$ cat config.mk
export PLATFORM = sky130hd
export DESIGN_NAME = aes_sbox_compute
export DESIGN_NICKNAME = d
export VERILOG_FILES = /design/src/rtl/asc_pkg.sv /design/src/rtl/aes_sbox_compute.sv /design/src/rtl/asc_gf_mul.sv
export VERILOG_INCLUDE_DIRS = /design/src /design/src/rtl
export SDC_FILE = /design/constraint.sdc
export NUM_CORES = 1
export LEC_CHECK = 0
export BUFFER_PORTS_ARGS = -buffer_cell sky130_fd_sc_hd__buf_2
export CAP_MARGIN = 30
export CORE_MARGIN = 5
export CORE_UTILIZATION = 35
export DETAILED_ROUTE_END_ITERATION = 12
export MAX_ROUTING_LAYER = met4
export PLACE_DENSITY = 0.51
export SYNTH_ARGS = -nofsm -noshare
export SYNTH_HDL_FRONTEND = slang
export SYNTH_SLANG_ARGS = --single-unit
$ cat constraint.sdc
create_clock -name aclk -period 3.05 [get_ports aclk]
set_input_delay 0.4575 -clock aclk [delete_from_list [all_inputs] [get_ports aclk]]
set_output_delay 0.4575 -clock aclk [all_outputs]
set_load 0.005 [all_outputs]
$ cat src/rtl/aes_sbox_compute_defines.svh
// Assertion macros for the S-box block.
// Each check runs on the rising edge of aclk.
`ifndef AES_SBOX_COMPUTE_DEFINES_SVH
`define AES_SBOX_COMPUTE_DEFINES_SVH

`ifndef SYNTHESIS

// Check that is switched off while reset is held.
`define ASC_ASSERT(lbl, prop, msg) \
    lbl: assert property (@(posedge aclk) disable iff (!aresetn) (prop)) else $error(msg);

// Check that also runs during reset.
`define ASC_ASSERT_RST(lbl, prop, msg) \
    lbl: assert property (@(posedge aclk) (prop)) else $error(msg);

`else

`define ASC_ASSERT(lbl, prop, msg)
`define ASC_ASSERT_RST(lbl, prop, msg)

`endif

`endif

$ cat src/rtl/asc_pkg.sv
package asc_pkg;

    // AES field polynomial x^8+x^4+x^3+x+1 and the affine constant
    localparam logic [8:0] GF_POLY    = 9'h11B;
    localparam logic [7:0] AFFINE_ADD = 8'h63;

    // Fold a 15-bit carry-less product back into the field
    function automatic logic [7:0] gf_reduce(input logic [14:0] p);
        logic [14:0] r;
        r = p;
        for (int i = 14; i >= 8; i--) begin
            if (r[i]) begin
                r[i -: 9] = r[i -: 9] ^ GF_POLY;
            end
        end
        return r[7:0];
    endfunction

    // Squaring is linear: spread the bits, then reduce
    function automatic logic [7:0] gf_sq(input logic [7:0] a);
        logic [14:0] s;
        s = '0;
        for (int i = 0; i < 8; i++) begin
            s[2*i] = a[i];
        end
        return gf_reduce(s);
    endfunction

    // a^4
    function automatic logic [7:0] gf_pow4(input logic [7:0] a);
        return gf_sq(gf_sq(a));
    endfunction

    // AES affine map: b ^ rotl1 ^ rotl2 ^ rotl3 ^ rotl4 ^ 0x63
    function automatic logic [7:0] affine(input logic [7:0] b);
        return b ^ {b[6:0], b[7]} ^ {b[5:0], b[7:6]} ^ {b[4:0], b[7:5]}
                 ^ {b[3:0], b[7:4]} ^ AFFINE_ADD;
    endfunction

endpackage

$ cat src/rtl/aes_sbox_compute.sv
// AES forward S-box, computed as GF(2^8) inverse followed by the affine map.
//
// Input channel : s_valid / s_ready / s_in_byte, one byte per word.
// Output channel: m_valid / m_ready / m_out_byte, one substituted byte per word.
//
// The inverse is taken as x^254 over three register stages, one field
// multiply deep each:
//   stage 1: x^3 = x^2 * x
//   stage 2: x^15 = x^12 * x^3 and x^14 = x^12 * x^2
//   stage 3: x^254 = x^240 * x^14, then the affine map into the output register
// m_valid is the stage 3 valid bit; an accepted word passes the stage 1 and
// stage 2 registers before it sets that bit. One word is taken every cycle
// while the receiver keeps up. Zero maps to zero, giving 0x63.
//
// Reset clears all stage valid bits; the payload registers are not reset.
// When m_ready is low the output word is held and earlier stages fill their
// empty slots; s_ready drops only once all three stages hold a word.
`include "aes_sbox_compute_defines.svh"

module aes_sbox_compute
    import asc_pkg::*;
(
    input  logic       aclk,
    input  logic       aresetn,
    input  logic       s_valid,
    output logic       s_ready,
    input  logic [7:0] s_in_byte,
    output logic       m_valid,
    input  logic       m_ready,
    output logic [7:0] m_out_byte
);

    // Stage valid bits and payload
    logic       v1_reg, v1_next;
    logic       v2_reg, v2_next;
    logic       v3_reg, v3_next;
    logic [7:0] x2_reg, x2_next;
    logic [7:0] x3_reg, x3_next;
    logic [7:0] x14_reg, x14_next;
    logic [7:0] x15_reg, x15_next;
    logic [7:0] out_reg, out_next;

    logic load1, load2, load3;
    logic [7:0] x12;
    logic [7:0] x240;
    logic [7:0] inv;

    // A stage loads when it is empty or its word moves on
    assign load3 = !v3_reg || m_ready;
    assign load2 = !v2_reg || load3;
    assign load1 = !v1_reg || load2;

    assign s_ready    = load1;
    assign m_valid    = v3_reg;
    assign m_out_byte = out_reg;

    // Stage 1: x^2 and x^3
    assign x2_next = gf_sq(s_in_byte);

    asc_gf_mul u_mul_x3 (
        .a (x2_next),
        .b (s_in_byte),
        .p (x3_next)
    );

    // Stage 2: x^15 and x^14 from x^12
    assign x12 = gf_pow4(x3_reg);

    asc_gf_mul u_mul_x15 (
        .a (x12),
        .b (x3_reg),
        .p (x15_next)
    );

    asc_gf_mul u_mul_x14 (
        .a (x12),
        .b (x2_reg),
        .p (x14_next)
    );

    // Stage 3: x^254 = x^240 * x^14, then affine
    assign x240 = gf_pow4(gf_pow4(x15_reg));

    asc_gf_mul u_mul_inv (
        .a (x240),
        .b (x14_reg),
        .p (inv)
    );

    assign out_next = affine(inv);

    // Valid bits advance with their stage
    always_comb begin
        v1_next = load1 ? s_valid : v1_reg;
        v2_next = load2 ? v1_reg  : v2_reg;
        v3_next = load3 ? v2_reg  : v3_reg;
    end

    always_ff @(posedge aclk) begin
        if (!aresetn) begin
            v1_reg <= 1'b0;
            v2_reg <= 1'b0;
            v3_reg <= 1'b0;
        end else begin
            v1_reg <= v1_next;
            v2_reg <= v2_next;
            v3_reg <= v3_next;
        end
    end

    // Payload registers, no reset
    always_ff @(posedge aclk) begin
        if (load1) begin
            x2_reg <= x2_next;
            x3_reg <= x3_next;
        end
        if (load2) begin
            x14_reg <= x14_next;
            x15_reg <= x15_next;
        end
        if (load3) begin
            out_reg <= out_next;
        end
    end

    // Checks
    `ASC_ASSERT_RST(a_reset_empties, !aresetn |=> !(v1_reg || v2_reg || m_valid), "reset not clean")
    `ASC_ASSERT(a_stage1_moves, v1_reg && load2 |=> v2_reg, "stage 1 word lost on advance")
    `ASC_ASSERT(a_stage2_moves, v2_reg && load3 |=> m_valid, "stage 2 word lost on advance")
    `ASC_ASSERT(a_full_stall, v1_reg && v2_reg && m_valid && !m_ready |-> !s_ready, "ready when full")

endmodule

$ cat src/rtl/asc_gf_mul.sv
module asc_gf_mul
    import asc_pkg::*;
(
    input  logic [7:0] a,
    input  logic [7:0] b,
    output logic [7:0] p
);

    logic [14:0] prod;

    // Carry-less shift-and-add, then modular reduction
    always_comb begin
        prod = '0;
        for (int i = 0; i < 8; i++) begin
            if (b[i]) begin
                prod = prod ^ ({7'b0, a} << i);
            end
        end
        p = gf_reduce(prod);
    end

endmodule

==> Word level (Yosys, flattened, before mapping) <==
Cells that the tools add are included.
W data, S select, Z words.
{ "op_classes": {"addsub": 0, "mul": 0, "div": 0, "n_lt_le_gt_ge": 0, "n_eq_ne": 0, "shift": 0, "n_mux": 109, "bitwise_logic": 110, "reduce_logical": 6} }
{ "op_table": {"columns": ["cell", "count"], "rows": [
  ["$mux W15", 28],
  ["$mux W5", 77],
  ["$not A4 Y4", 78],
  ["$xor A15 B10 Y15", 4],
  ["$xor A15 B11 Y15", 4],
  ["$xor A15 B12 Y15", 4],
  ["$xor A15 B13 Y15", 4],
  ["$xor A15 B14 Y15", 4],
  ["$xor A15 B15 Y15", 4],
  ["$xor A8 B9 Y9", 4],
  ["$mux W8", 4],
  ["$xor A8 B8 Y8", 4],
  ["$logic_not A1 Y1", 3],
  ["$logic_or A1 B1 Y1", 3]
]} }
{ "totals": {"ff_bits": 43, "latchBits": 0, "ramBits": 0, "rom_bits": 0, "out_inout_bits": 10, "wordCells": 233, "mem_count": 0} }

==> Logic depth before layout (Yosys ltp) <==
{ "depth": {"word_depth": 90, "depth_mapped": 13, "depth_no_buf": 10} }

==> Modules after synthesis <==
From an unflattened synthesis, not the netlist that was laid out.
{ "hier_totals": {"cells_unflattened": 768, "hier_area_um2": 6502.5} }
{ "by_module_without_submodules": {"columns": ["mod", "instances", "cells_per_inst", "area_per_inst_um2", "seq_area_each_um2"], "rows": [
  ["asc_gf_mul", 4, 165, 1134.8, 0.0],
  ["aes_sbox_compute", 1, 108, 1963.1, 1261.2]
]} }

==> Worst setup path before layout <==
No wires, ideal clock.
{ "synth_path": {"path_type": "input to register", "start": "input s_in_byte[6]", "end": "register x3_reg[5] (data pin)", "setup_time_ns": 0.263, "t_arrival_ns": 2.904, "t_required_ns": 2.787, "setup_slack_ns": -0.117, "path_stages": 13, "path_buffers": 4, "path_cell_list": "clkbuf_1 > buf_1 > buf_1 > xnor2_1 > ha_1 > clkbuf_1 > inv_1 > nand2_1 > o22ai_1 > a221oi_1 > xnor2_1 > xnor2_1 > xnor2_1"} }
{ "synth_between": {"elab_cells_between_ends": 35, "classes_between": "mux: 19; bitwise: 16"} }
{ "synth_lines": {"columns": ["item", "line_no", "source"], "rows": [
  ["start: declaration", "aes_sbox_compute.sv:27", "input logic [7:0] s_in_byte,"],
  ["$mux W5 (*) (2 in a row)", "asc_pkg.sv:12", "if (r[i]) begin"],
  ["via u_mul_x3.a[0]", "asc_gf_mul.sv:4", "input logic [7:0] a,"],
  ["$xor A15 B13 Y15 (*)", "asc_gf_mul.sv:16", "prod = prod ^ ({7'b0, a} << i);"],
  ["$mux W15 (*)", "asc_gf_mul.sv:15", "if (b[i]) begin"],
  ["$xor A15 B14 Y15", "asc_gf_mul.sv:16", null],
  ["$mux W15 (*)", "asc_gf_mul.sv:15", null],
  ["$xor A15 B15 Y15", "asc_gf_mul.sv:16", null],
  ["$mux W15 (*)", "asc_gf_mul.sv:15", null],
  ["$not A4 Y4 (no line)", null, null],
  ["$mux W5 (*)", "asc_pkg.sv:12", null],
  ["$not A4 Y4 (no line)", null, null],
  ["$mux W5 (*) (2 in a row)", "asc_pkg.sv:12", null],
  ["$not A4 Y4 (no line)", null, null],
  ["$mux W5 (*)", "asc_pkg.sv:12", null],
  ["$not A4 Y4 (no line)", null, null],
  ["$mux W5 (*)", "asc_pkg.sv:12", null],
  ["via u_mul_x3.p[5]", "asc_gf_mul.sv:6", "output logic [7:0] p"],
  ["end signal: assignment", "aes_sbox_compute.sv:115", "x3_reg <= x3_next;"],
  ["end: declaration", "aes_sbox_compute.sv:38", "logic [7:0] x3_reg, x3_next;"]
]} }
Mark *: on every way through the listed nets, which the timed path passes. The rest lies on a longest branch.
A chain may end at the register's enable or synchronous reset.

==> Worst setup path after layout <==
{ "layout_path": {"start": "register x15_reg[5]", "end": "register out_reg[2], in the netlist m_out_byte[2] (data pin)"} }
{ "layout_between": {"elab_chain_cells": 55, "elab_cells_between_ends": 82, "classes_between": "mux: 40; bitwise: 42"} }
{ "layout_lines": {"columns": ["item", "line_no", "source"], "rows": [
  ["start: declaration", "aes_sbox_compute.sv:40", "logic [7:0] x15_reg, x15_next;"],
  ["start signal: assignment", "aes_sbox_compute.sv:119", "x15_reg <= x15_next;"],
  ["$not A4 Y4 (no line)", null, null],
  ["$mux W5 (*) (2 in a row)", "asc_pkg.sv:12", null],
  ["$not A4 Y4 (no line)", null, null],
  ["$mux W5 (2 in a row)", "asc_pkg.sv:12", null],
  ["$not A4 Y4 (no line)", null, null],
  ["$mux W5", "asc_pkg.sv:12", null],
  ["$not A4 Y4 (no line)", null, null],
  ["$mux W5 (2 in a row)", "asc_pkg.sv:12", null],
  ["(+36 left out)", null, null],
  ["$not A4 Y4 (no line)", null, null],
  ["$mux W5 (2 in a row)", "asc_pkg.sv:12", null],
  ["$not A4 Y4 (no line)", null, null],
  ["$mux W5", "asc_pkg.sv:12", null],
  ["$not A4 Y4 (no line)", null, null],
  ["$mux W5", "asc_pkg.sv:12", null],
  ["$xor A8 B8 Y8 (*)", "asc_pkg.sv:37", "^ {b[3:0], b[7:4]} ^ AFFINE_ADD;"],
  ["via out_next[2]", "aes_sbox_compute.sv:41", "logic [7:0] out_reg, out_next;"],
  ["end signal: assignment", "aes_sbox_compute.sv:122", "out_reg <= out_next;"],
  ["end: declaration", "aes_sbox_compute.sv:41", null]
]} }
Marks and branches as above.

==> metrics.csv <==
metric,value,unit
"Slew Viols, Final",0,
setup TNS,0,ps
R2R cell count,8,
Worst Max-Slew Pin Slew,664.6,ps
Reg area,1261,um2
die area,23480,um2
Avg Inst Size Synth,7.866,um2
# port buffers,21,
biggest area consumer among synthesized cells,xnor2_1,
WL met3,594,um
area grow syn2layout,20.92,%
worst hold path cell count,2,
startpoint type of the worst setup path,flip-flop,
clock-pin slew on the worst setup and hold paths,60,ps
worst path required time,3100,ps
"Distinct cells, synth",62,
DP Cell Count,1239,
largest net degree at the start of global routing,23,
synth top area cells,"xnor2_1, edfxtp_1, nand2_1",
setup repair after global routing missed its margin,true,
GPL Wtd Cong,0.8557,
CP dominant cell by count,xnor3_1,
post-synthesis cell area,7182,um2
metal2 WL,9216,um
Slowest cell on crit path,xnor3_2,
fill count,2012,
slew margin rel.,55.59,%
CP Class,reg -> reg,
WP data arrival,3030,ps
Layout Cells excl Fill,1259,
GRT Total Usage,16.25,%
status,completed,
fmax,336.4,MHz
Inserted Clock Buffers,5,
Iteration-0 DRC Markers,332,
Die Ht,153.2,um
vias in the first global route,6005,
top-area cell type share of the netlist area,21.22,%
Seq cells post-synth,43,
final worst path period need,2972,ps
async set or reset register ratio after synthesis,0,%
footprint of the multi-input gates,5734,um2
Cells after Synth,913,
1st-pass router iterations,5,
Hold/Removal Path Class,in -> reg,
final wirelength,18930,um
initial antenna violation count,0,
TritonCTS Sinks,43,
Hold Path Origin,aresetn,
hold worst-path end,m_valid,
clk buf depth,2,
first-pass GRT wire length,31060,um
Worst path max stage delay,520,ps
worst r2r src,x15_reg[5],
row count,52,
Worst-Skew Late Latency,300,ps
Worst Setup End Kind,flip-flop,
post-synth net total,927,
Detail Route Antenna Nets,0,
crit-path max FO,4,
Final Hold Fails,0,
M1 wire length,8927,um
H-tree depth,2,
final worst path period share,97.46,%
register area share after synthesis,17.56,%
Post-CTS Hold Buffers,0,
R2R Path End,m_out_byte[2],
CTS tree,built,
Worst R2R Setup Slack,80,ps
HPWL Detailed,14520,um
Via density,5.016,
antenna diode count,0,
CP Cell Sequence,"buf_4, or2_2, a21oi_4, nor4_4, xnor3_1, xnor3_2, xnor3_1, xnor2_1",
Top Layer Used,met4,
Layout Skew,7.857,ps
Core Region,20230,um2
WL/cell,15.03,um
Post-synth EDFFs,40,
share of cells above drive strength 1,20.63,%
Die X,153.2,um
ys flop type,edfxtp_1,
total gr overflow,0,
via count,6315,
Max Cap Violations,0,
setup violators final,0,
Root Driver,clkbuf_16,
residual DRC count,0,
Top Ports,22,
Ys Warns,0,
initial core utilization,35.49,%
nets@finish,1002,
## cell type report
class,instances,area share [%]
tap,270,3.890
sequential,43,14.52
timing repair buffer,148,12.94
clock inverter,2,0.1441
clock buffer,6,1.484
inverter,23,0.9941
multi-input combinational,767,66.03
## metrics by stage
stage	utilization, %	hold slack (ps)	instance area [um2]	worst slack [ps]
global route	42.92	385.5	8685	-11.53
CTS	41.67	375.0	8432	0.6544
finish	42.92	380.6	8685	77.53
floorplan	-	459.2	7228	-0.3280
detailed placement	40.82	482.8	8260	-37.23
global placement	40.82	479.9	8260	6.761
## cell usage in the layout, fill, tap and decap left out, drive strengths merged, types with 4 or more instances in the layout
| cell | count |
|---|---|
| mux2 | 4 |
| inv | 19 |
| edfxtp | 40 |
| o21ai | 50 |
| a31oi | 4 |
| buf | 148 |
| xnor2 | 182 |
| o22ai | 15 |
| nor2b | 17 |
| clkinv | 5 |
| a211oi | 6 |
| mux2i | 21 |
| a21oi | 54 |
| clkbuf | 6 |
| xnor3 | 24 |
| a22oi | 12 |
| a32oi | 6 |
| o221ai | 11 |
| o211ai | 9 |
| nand2 | 161 |
| xor2 | 62 |
| nand2b | 5 |
| nand3 | 12 |
| nor2 | 50 |
| nor3 | 15 |
## synthesized netlist by cell type, types with 3 or more instances
master    number
xnor3_2        5
xnor2_2        8
a32oi_1        6
xnor3_1       19
clkbuf_1      58
xnor2_1      174
dfxtp_1        3
nand3_1       12
nand2b_1       5
clkinv_1       4
o22a_1         3
a21oi_1       54
a211oi_1       6
mux2_2         4
xor2_2         4
nor3_1        15
and2_1         3
nand2_1      160
o211ai_1       9
o221ai_1      11
or2_2          3
mux2i_1       21
nor2b_1       17
a22oi_1       12
inv_1         17
nor2_1        50
buf_2         10
edfxtp_1      40
buf_1         11
o21ai_0       50
o22ai_1       15
xor2_1        58
a31oi_1        4
## worst max-delay path, delay by kind of cell, from the launching register on
family                 cells  cell delay, ps
XOR/XNOR                   4            1510
flip-flops                 1             480
AO/OA/AOI/OAI              1             150
AND/OR/NAND/NOR            2             380
buffers and inverters      1             200
## per-layer routing
layer	track usage, %	vias up
li1	-	3242
met1	21.28	2949
met2	27.51	111
met3	1.951	13
met4	2.673	0
met5	-	-
## worst max-delay path by stage
| stage | startpoint | endpoint | slack (ps) | depth (start not counted) |
|---|---|---|---|---|
| after floorplan | s_in_byte[6] | x3_reg[5] | -0.3 | 13 |
| after global placement | x15_reg[4] | m_out_byte[0] | 7 | 9 |
| after detailed placement | x15_reg[1] | m_out_byte[7] | -40 | 8 |
| after CTS | x15_reg[4] | m_out_byte[3] | 0.7 | 8 |
| after global routing | x15_reg[5] | m_out_byte[0] | -10 | 8 |
| final | x15_reg[5] | m_out_byte[2] | 80 | 8 |
## timing repair
item	4_1_cts	5_1_grt
pin swaps	1	9
setup buffers	2	10
gates resized for setup	3	25
endpoints found under the setup margin	4	14
## kinds of logic after synthesis
logic type / count (synthesis) / synth area share (%)
and+or+nand+nor: 277 / 16.66
xor gates and xnor gates: 270 / 39.29
AOI/OAI and AO/OA: 193 / 16.99
buffers and inverters: 103 / 5.610
DFF: 43 / 17.56
muxes: 25 / 3.554
adders and majority gates: 2 / 0.3484
Power is not shown: default switching activity piles up to over one toggle a cycle in this logic, so the estimate is an artifact.
